--- config.mk ---
export PLATFORM = sky130hd
export DESIGN_NAME = rgb_to_hsv_hsl_converter_unit
export DESIGN_NICKNAME = d
export VERILOG_FILES = /design/src/hdl/rhc_pkg.sv /design/src/hdl/rhc_front.sv /design/src/hdl/rhc_div.sv /design/src/hdl/rgb_to_hsv_hsl_converter_unit.sv
export SDC_FILE = /design/constraint.sdc
export NUM_CORES = 1
export LEC_CHECK = 0
export BUFFER_PORTS_ARGS = -buffer_cell sky130_fd_sc_hd__buf_4
export CORE_MARGIN = 2
export CORE_UTILIZATION = 50
export DETAILED_ROUTE_END_ITERATION = 7
export PLACE_DENSITY = 0.65
export SLEW_MARGIN = 0
export SYNTH_ARGS = -nofsm -noshare
export SYNTH_HDL_FRONTEND = slang
export SYNTH_HIERARCHICAL = 1
export SYNTH_SLANG_ARGS = --single-unit
--- constraint.sdc ---
create_clock -name clk -period 9.7 [get_ports clk]
set_clock_uncertainty 0.2 [all_clocks]
set_input_delay 2.91 -clock clk [delete_from_list [all_inputs] [get_ports clk]]
set_output_delay 2.91 -clock clk [all_outputs]
set_load 0.01 [all_outputs]
--- src/hdl/rhc_pkg.sv ---
// rhc_pkg: types and constants shared by the RGB to HSV/HSL converter.
// Used by rhc_front, rhc_div and rgb_to_hsv_hsl_converter_unit; no dependencies.
package rhc_pkg;

  localparam int CH_W        = 8;
  localparam int HUE_W       = 15;
  localparam int SAT_W       = 12;
  localparam int LVL_W       = 9;

  localparam int NUM_W       = 23;
  localparam int DEN_W       = 8;
  localparam int QUO_W       = 15;
  localparam int DIV_STAGES  = 5;
  localparam int BITS_PER_STAGE = QUO_W / DIV_STAGES;
  localparam int PIPE_DEPTH  = DIV_STAGES + 3;

  localparam logic [HUE_W-1:0] HUE_FULL      = 15'd23040;
  localparam logic [HUE_W-1:0] HUE_GREEN_OFS = 15'd7680;
  localparam logic [HUE_W-1:0] HUE_BLUE_OFS  = 15'd15360;
  localparam logic signed [24:0] HUE_SCALE   = 25'sd3840;
  localparam logic [SAT_W-1:0] SAT_FULL      = 12'd4095;
  localparam logic [LVL_W-1:0] SUM_MID       = 9'd255;
  localparam logic [LVL_W-1:0] SUM_FULL      = 9'd510;

  typedef enum logic {
    MODE_HSV = 1'b0,
    MODE_HSL = 1'b1
  } rhc_mode_t;

  typedef enum logic [1:0] {
    SEC_RED   = 2'd0,
    SEC_GREEN = 2'd1,
    SEC_BLUE  = 2'd2
  } rhc_sector_t;

  typedef struct packed {
    logic [CH_W-1:0] red;
    logic [CH_W-1:0] green;
    logic [CH_W-1:0] blue;
  } rhc_pixel_t;

  typedef struct packed {
    logic [HUE_W-1:0] hue;
    logic [SAT_W-1:0] saturation;
    logic [LVL_W-1:0] level;
  } rhc_hsx_t;

  typedef struct packed {
    logic [NUM_W-1:0] hue_num;
    logic [DEN_W-1:0] hue_den;
    logic [NUM_W-1:0] sat_num;
    logic [DEN_W-1:0] sat_den;
    logic [LVL_W-1:0] level;
  } rhc_div_req_t;

endpackage

--- src/hdl/rhc_front.sv ---
// rhc_front: two register stages that find max/min and sector, then build
// rounded numerators and denominators for hue and saturation. Uses rhc_pkg.
module rhc_front
  import rhc_pkg::*;
(
  input  logic         clk,
  input  logic [1:0]   en,
  input  rhc_mode_t    mode,
  input  rhc_pixel_t   pix,
  output rhc_div_req_t req
);

  logic signed [CH_W:0] x_r, x_nxt;
  logic [CH_W-1:0]      d_r, d_nxt;
  logic [CH_W-1:0]      mx_r, mx_nxt;
  logic [LVL_W-1:0]     sum_r, sum_nxt;
  logic [LVL_W-1:0]     lvl_r, lvl_nxt;
  rhc_sector_t          sec_r, sec_nxt;
  logic [CH_W-1:0]      mn;
  rhc_div_req_t         req_r, req_nxt;

  logic [HUE_W-1:0]     k;
  logic [NUM_W-1:0]     kd;
  logic signed [24:0]   x_ext;
  logic signed [24:0]   hnum;
  logic [DEN_W-1:0]     den_raw;
  logic [DEN_W-1:0]     sden;

  always_comb begin
    if (pix.red >= pix.green && pix.red >= pix.blue) begin
      sec_nxt = SEC_RED;
      mx_nxt  = pix.red;
      x_nxt   = $signed({1'b0, pix.green}) - $signed({1'b0, pix.blue});
    end else if (pix.green >= pix.blue) begin
      sec_nxt = SEC_GREEN;
      mx_nxt  = pix.green;
      x_nxt   = $signed({1'b0, pix.blue}) - $signed({1'b0, pix.red});
    end else begin
      sec_nxt = SEC_BLUE;
      mx_nxt  = pix.blue;
      x_nxt   = $signed({1'b0, pix.red}) - $signed({1'b0, pix.green});
    end
    mn = pix.red;
    if (pix.green < mn) mn = pix.green;
    if (pix.blue < mn) mn = pix.blue;
    d_nxt   = mx_nxt - mn;
    sum_nxt = {1'b0, mx_nxt} + {1'b0, mn};
    lvl_nxt = (mode == MODE_HSL) ? sum_nxt : {mx_nxt, 1'b0};
  end

  always_ff @(posedge clk) begin
    if (en[0]) begin
      x_r   <= x_nxt;
      d_r   <= d_nxt;
      mx_r  <= mx_nxt;
      sum_r <= sum_nxt;
      lvl_r <= lvl_nxt;
      sec_r <= sec_nxt;
    end
  end

  always_comb begin
    case (sec_r)
      SEC_GREEN: k = HUE_GREEN_OFS;
      SEC_BLUE:  k = HUE_BLUE_OFS;
      default:   k = x_r[CH_W] ? HUE_FULL : '0;
    endcase
    kd    = NUM_W'(k) * NUM_W'(d_r);
    x_ext = {{(25-CH_W-1){x_r[CH_W]}}, x_r};
    hnum  = x_ext * HUE_SCALE + $signed({2'b00, kd})
          + $signed({{(25-CH_W+1){1'b0}}, d_r[CH_W-1:1]});

    if (mode == MODE_HSL) begin
      den_raw = (sum_r <= SUM_MID) ? sum_r[DEN_W-1:0] : DEN_W'(SUM_FULL - sum_r);
    end else begin
      den_raw = mx_r;
    end
    sden = (d_r == '0) ? DEN_W'(1) : den_raw;

    req_nxt.hue_num = hnum[NUM_W-1:0];
    req_nxt.hue_den = (d_r == '0) ? DEN_W'(1) : d_r;
    req_nxt.sat_num = NUM_W'(d_r) * NUM_W'(SAT_FULL) + NUM_W'(sden[DEN_W-1:1]);
    req_nxt.sat_den = sden;
    req_nxt.level   = lvl_r;
  end

  always_ff @(posedge clk) begin
    if (en[1]) begin
      req_r <= req_nxt;
    end
  end

  assign req = req_r;

endmodule

--- src/hdl/rhc_div.sv ---
// rhc_div: pipelined restoring divider, BITS_PER_STAGE (QUO_W / DIV_STAGES) quotient bits per stage.
// Quotient must fit QUO_W bits and the divisor must be nonzero. Uses rhc_pkg.
module rhc_div
  import rhc_pkg::*;
(
  input  logic                  clk,
  input  logic [DIV_STAGES-1:0] en,
  input  logic [NUM_W-1:0]      num,
  input  logic [DEN_W-1:0]      den,
  output logic [QUO_W-1:0]      quo
);

  typedef struct packed {
    logic [DEN_W-1:0] rem;
    logic [QUO_W-1:0] lo;
    logic [QUO_W-1:0] q;
    logic [DEN_W-1:0] den;
  } div_st_t;

  function automatic div_st_t div_step(input div_st_t st);
    div_st_t        s;
    logic [DEN_W:0] t;
    logic           ge;
    s = st;
    for (int i = 0; i < BITS_PER_STAGE; i++) begin
      t  = {s.rem, s.lo[QUO_W-1]};
      ge = (t >= {1'b0, s.den});
      s.rem = ge ? DEN_W'(t - {1'b0, s.den}) : t[DEN_W-1:0];
      s.lo  = {s.lo[QUO_W-2:0], 1'b0};
      s.q   = {s.q[QUO_W-2:0], ge};
    end
    return s;
  endfunction

  div_st_t st_in  [DIV_STAGES];
  div_st_t st_r   [DIV_STAGES];
  div_st_t st_nxt [DIV_STAGES];

  always_comb begin
    st_in[0].rem = num[NUM_W-1:QUO_W];
    st_in[0].lo  = num[QUO_W-1:0];
    st_in[0].q   = '0;
    st_in[0].den = den;
    for (int s = 1; s < DIV_STAGES; s++) begin
      st_in[s] = st_r[s-1];
    end
    for (int s = 0; s < DIV_STAGES; s++) begin
      st_nxt[s] = div_step(st_in[s]);
    end
  end

  always_ff @(posedge clk) begin
    for (int s = 0; s < DIV_STAGES; s++) begin
      if (en[s]) begin
        st_r[s] <= st_nxt[s];
      end
    end
  end

  assign quo = st_r[DIV_STAGES-1].q;

endmodule

--- src/hdl/rgb_to_hsv_hsl_converter_unit.sv ---
// RGB to HSV/HSL converter: one 8-bit RGB pixel in, hue (1/64 degree), saturation
// (4095 = 1.0) and level (2*max for HSV, max+min for HSL) out, all rounded to nearest.
// The block takes one item per clock while out_stall is low; an item passes from accept to
// out_valid through two front stages, five stages of the pipelined divider (three quotient
// bits each) and the output register. Each stage advances on its own, so a stall on
// the output fills bubbles before it pushes back on in_stall. cfg_wr_data selects
// HSL when 1 and HSV when 0; write it only while no item is in flight.
// Depends on rhc_pkg, rhc_front and rhc_div.
module rgb_to_hsv_hsl_converter_unit
  import rhc_pkg::*;
(
  input  logic       clk,
  input  logic       rst_n,
  input  logic       in_valid,
  output logic       in_stall,
  input  rhc_pixel_t in_data,
  output logic       out_valid,
  input  logic       out_stall,
  output rhc_hsx_t   out_data,
  input  logic       cfg_wr_en,
  input  logic       cfg_wr_data
);

  rhc_mode_t              mode_r;
  logic [PIPE_DEPTH-1:0]  v_r, v_nxt;
  logic [PIPE_DEPTH-1:0]  en;
  rhc_div_req_t           req;
  logic [QUO_W-1:0]       hue_q;
  logic [QUO_W-1:0]       sat_q;
  logic [LVL_W-1:0]       lvl_r [DIV_STAGES];
  rhc_hsx_t               out_r, out_nxt;
  logic                   in_acc;
  logic                   out_acc;

  always_ff @(posedge clk) begin
    if (!rst_n) begin
      mode_r <= MODE_HSV;
    end else if (cfg_wr_en) begin
      mode_r <= rhc_mode_t'(cfg_wr_data);
    end
  end

  always_comb begin
    en[PIPE_DEPTH-1] = !v_r[PIPE_DEPTH-1] || !out_stall;
    for (int k = PIPE_DEPTH - 2; k >= 0; k--) begin
      en[k] = !v_r[k] || en[k+1];
    end
    v_nxt[0] = en[0] ? in_valid : v_r[0];
    for (int k = 1; k < PIPE_DEPTH; k++) begin
      v_nxt[k] = en[k] ? v_r[k-1] : v_r[k];
    end
  end

  always_ff @(posedge clk) begin
    if (!rst_n) begin
      v_r <= '0;
    end else begin
      v_r <= v_nxt;
    end
  end

  rhc_front u_front (
    .clk  (clk),
    .en   (en[1:0]),
    .mode (mode_r),
    .pix  (in_data),
    .req  (req)
  );

  rhc_div u_div_hue (
    .clk (clk),
    .en  (en[DIV_STAGES+1:2]),
    .num (req.hue_num),
    .den (req.hue_den),
    .quo (hue_q)
  );

  rhc_div u_div_sat (
    .clk (clk),
    .en  (en[DIV_STAGES+1:2]),
    .num (req.sat_num),
    .den (req.sat_den),
    .quo (sat_q)
  );

  always_ff @(posedge clk) begin
    if (en[2]) begin
      lvl_r[0] <= req.level;
    end
    for (int s = 1; s < DIV_STAGES; s++) begin
      if (en[s+2]) begin
        lvl_r[s] <= lvl_r[s-1];
      end
    end
  end

  always_comb begin
    out_nxt.hue        = (hue_q >= HUE_FULL) ? '0 : hue_q;
    out_nxt.saturation = sat_q[SAT_W-1:0];
    out_nxt.level      = lvl_r[DIV_STAGES-1];
  end

  always_ff @(posedge clk) begin
    if (en[PIPE_DEPTH-1]) begin
      out_r <= out_nxt;
    end
  end

  assign in_stall  = !en[0];
  assign out_valid = v_r[PIPE_DEPTH-1];
  assign out_data  = out_r;
  assign in_acc    = in_valid && !in_stall;
  assign out_acc   = out_valid && !out_stall;

  a_item_count: assert property (@(posedge clk) disable iff (!rst_n)
    $past(rst_n) |-> $countones(v_r) ==
      $countones($past(v_r)) + int'($past(in_acc)) - int'($past(out_acc)))
    else $error("item count in pipeline does not match accepts and deliveries");

  a_hue_range: assert property (@(posedge clk) disable iff (!rst_n)
    out_valid |-> out_data.hue < HUE_FULL)
    else $error("hue out of range");

  a_black: assert property (@(posedge clk) disable iff (!rst_n)
    out_valid && out_data.level == '0 |-> out_data.hue == '0 && out_data.saturation == '0)
    else $error("black pixel with nonzero hue or saturation");

  a_hsv_even: assert property (@(posedge clk) disable iff (!rst_n)
    out_valid && mode_r == MODE_HSV |-> out_data.level[0] == 1'b0)
    else $error("HSV level is not twice the max channel");

endmodule

==> qor.txt <==
Status = finished, final reports clean
Core Rows = 96
Routed vias = 23.8k
Total Routed Length = 76800 um
Via density = 5.65
Antenna Cells = 0
Setup bufs post-CTS = 0
RSZ-0062 raised after global routing = false
Gr ovfl total = 0
Hold/Removal Path Class = flop to flop
Bufs on Longest Clock Path = 3
Commonest non-fill, non-tap cell in the layout = edfxtp_1
Max cap viols = 0
Post-DP HPWL = 60300 um
Final slew viol count = 0
Avg Cell Area, Syn = 11.1 um^2
Post-CTS sizing = 0
Clk slew on worst S/H paths = 0.06 ns
Wirelength per Cell = 18.2 um
Final RePlAce weighted congestion = 0.916
Synth Warn # = 6
CTS tree = done
Area Growth Syn to Fin = 9.22%
Final Hold Vio Count = 0
Cells after synthesis = 3158
Number of I/O pins = 68
Most frequent cells in the layout = edfxtp_1, inv_1, ha_1
Final Instance Count excl. Fillers = 4219
Mapped Area = 0.0350 mm^2
Die H = 268 um
Critical-path maximum fanout = 13
Finish-stage setup viols = 0
IO buf count = 67
Slowest CP cell = a211oi_4
CP max stage delay = 0.70 ns
Setup crit end kind = flop
TNS Setup = 0 ns
Clk root buf = clkbuf_16
Crit path required time = 9.83 ns
Worst Path Arrival = 8.35 ns
DR iter-0 viols = 1646
Worst-margin pin slew = 1.07 ns
Number of global-route vias before repair = 24.4k
First-pass DRT Iterations = 6
Kind of critical path = input port to flop
Tmin final = 8.22 ns
Core area = 0.0689 mm^2
Final period utilization = 84.8%
Die X = 268 um
DP Cell Count = 4127
First-pass GRT wire length = 125000 um
Share of layout cells above drive strength 1 = 11.6%
Remaining DRCs = 0
Total Routing Usage GR = 21.6%
ANT nets after route = 0
Clock latency on the worst-skew pair = 0.60 ns
CTS H-tree depth = 2
Crit path cell chain = buf_4, inv_1, ha_1, and2b_2, o2111ai_4, nand4b_2, nand2_4, mux2i_1, inv_1, ha_1, a21oi_1, o21ai_0, nor3_1, and3_4, a211oi_4, mux2_2, ha_1, nor2b_1, o21a_1, o211ai_1, nand3b_1, xor2_1, o2bb2ai_1
CTS sink count = 465
Achievable Freq = 122 MHz
Worst Setup Start Kind = input port
Largest net degree at the start of global routing = 73
Layout Nets = 3792
Slew Limit Headroom = 28.7%
# hold bufs at CTS = 0
Total die area = 0.0721 mm^2
CTS Buf Count = 51
Initial antenna violation count = 1
Initial Util = 50.7%
CP dominant cell by count = ha_1
[through the flow]
stage	area (um^2)	hold WS, ns	util, %	setup WS [ns]
2_1_floorplan	35000	0.200	-	2.14
3_3_place_gp	36500	0.202	52.9	0.983
3_5_place_dp	36500	0.205	52.9	0.925
4_1_cts	38200	0.187	55.4	1.56
5_1_grt	38200	0.195	55.4	1.16
6_report	38200	0.190	55.4	1.48
[worst max-delay path, delay by kind of cell]
kind | cells | cell delay [ns]
fa+ha+maj | 3 | 0.94
simple gates | 7 | 1.21
mux | 2 | 0.77
xor+xnor | 1 | 0.18
compound gates | 7 | 1.97
buf+inv | 3 | 0.36
[registers in the layout, indices dropped and copies added (netlist names)]
signal	cells
u_div_sat/st_r	124
u_front/x_r	9
u_front/sum_r	8
out_data	36
lvl_r	45
u_front/sec_r	2
u_front/req	68
mode_r	1
u_div_hue/st_r	139
v_r	8
u_front/d_r	8
u_front/lvl_r	9
u_front/mx_r	8
[routing by layer]
| layer | routed length (um) | track usage [%] | share of wire, % | vias to the layer above |
|---|---|---|---|---|
| met3 | 2880 | 2.75 | 3.8 | 120 |
| met4 | 2040 | 6.62 | 2.7 | 0 |
| met5 | 0 | 0 | 0 | - |
| met2 | 36400 | 36.9 | 47 | 463 |
| met1 | 35500 | 28.7 | 46 | 11664 |
| li1 | - | - | - | 11590 |
[final cells by class]
class | count | area (um^2)
sequential | 465 | 13900
multi-input combinational | 2247 | 19300
inverter | 405 | 1520
fill | 5916 | 30700
clock inverter | 35 | 369
timing repair buffer | 79 | 593
tap | 931 | 1160
clock buffer | 57 | 1340
[final timing paths]
path,to,slack (ns),depth (start not counted),start
max,u_front/lvl_r[6],1.48,23,in_data[9]
min,u_div_sat/st_r[0][15],0.19,0,u_front/req[21]
max reg2reg,u_div_hue/st_r[0][30],2.64,21,u_front/req[41]
min reg2reg,u_div_sat/st_r[0][15],0.19,0,u_front/req[21]
Power is not shown: default switching activity piles up to over one toggle a cycle in this logic, so the estimate is an artifact.
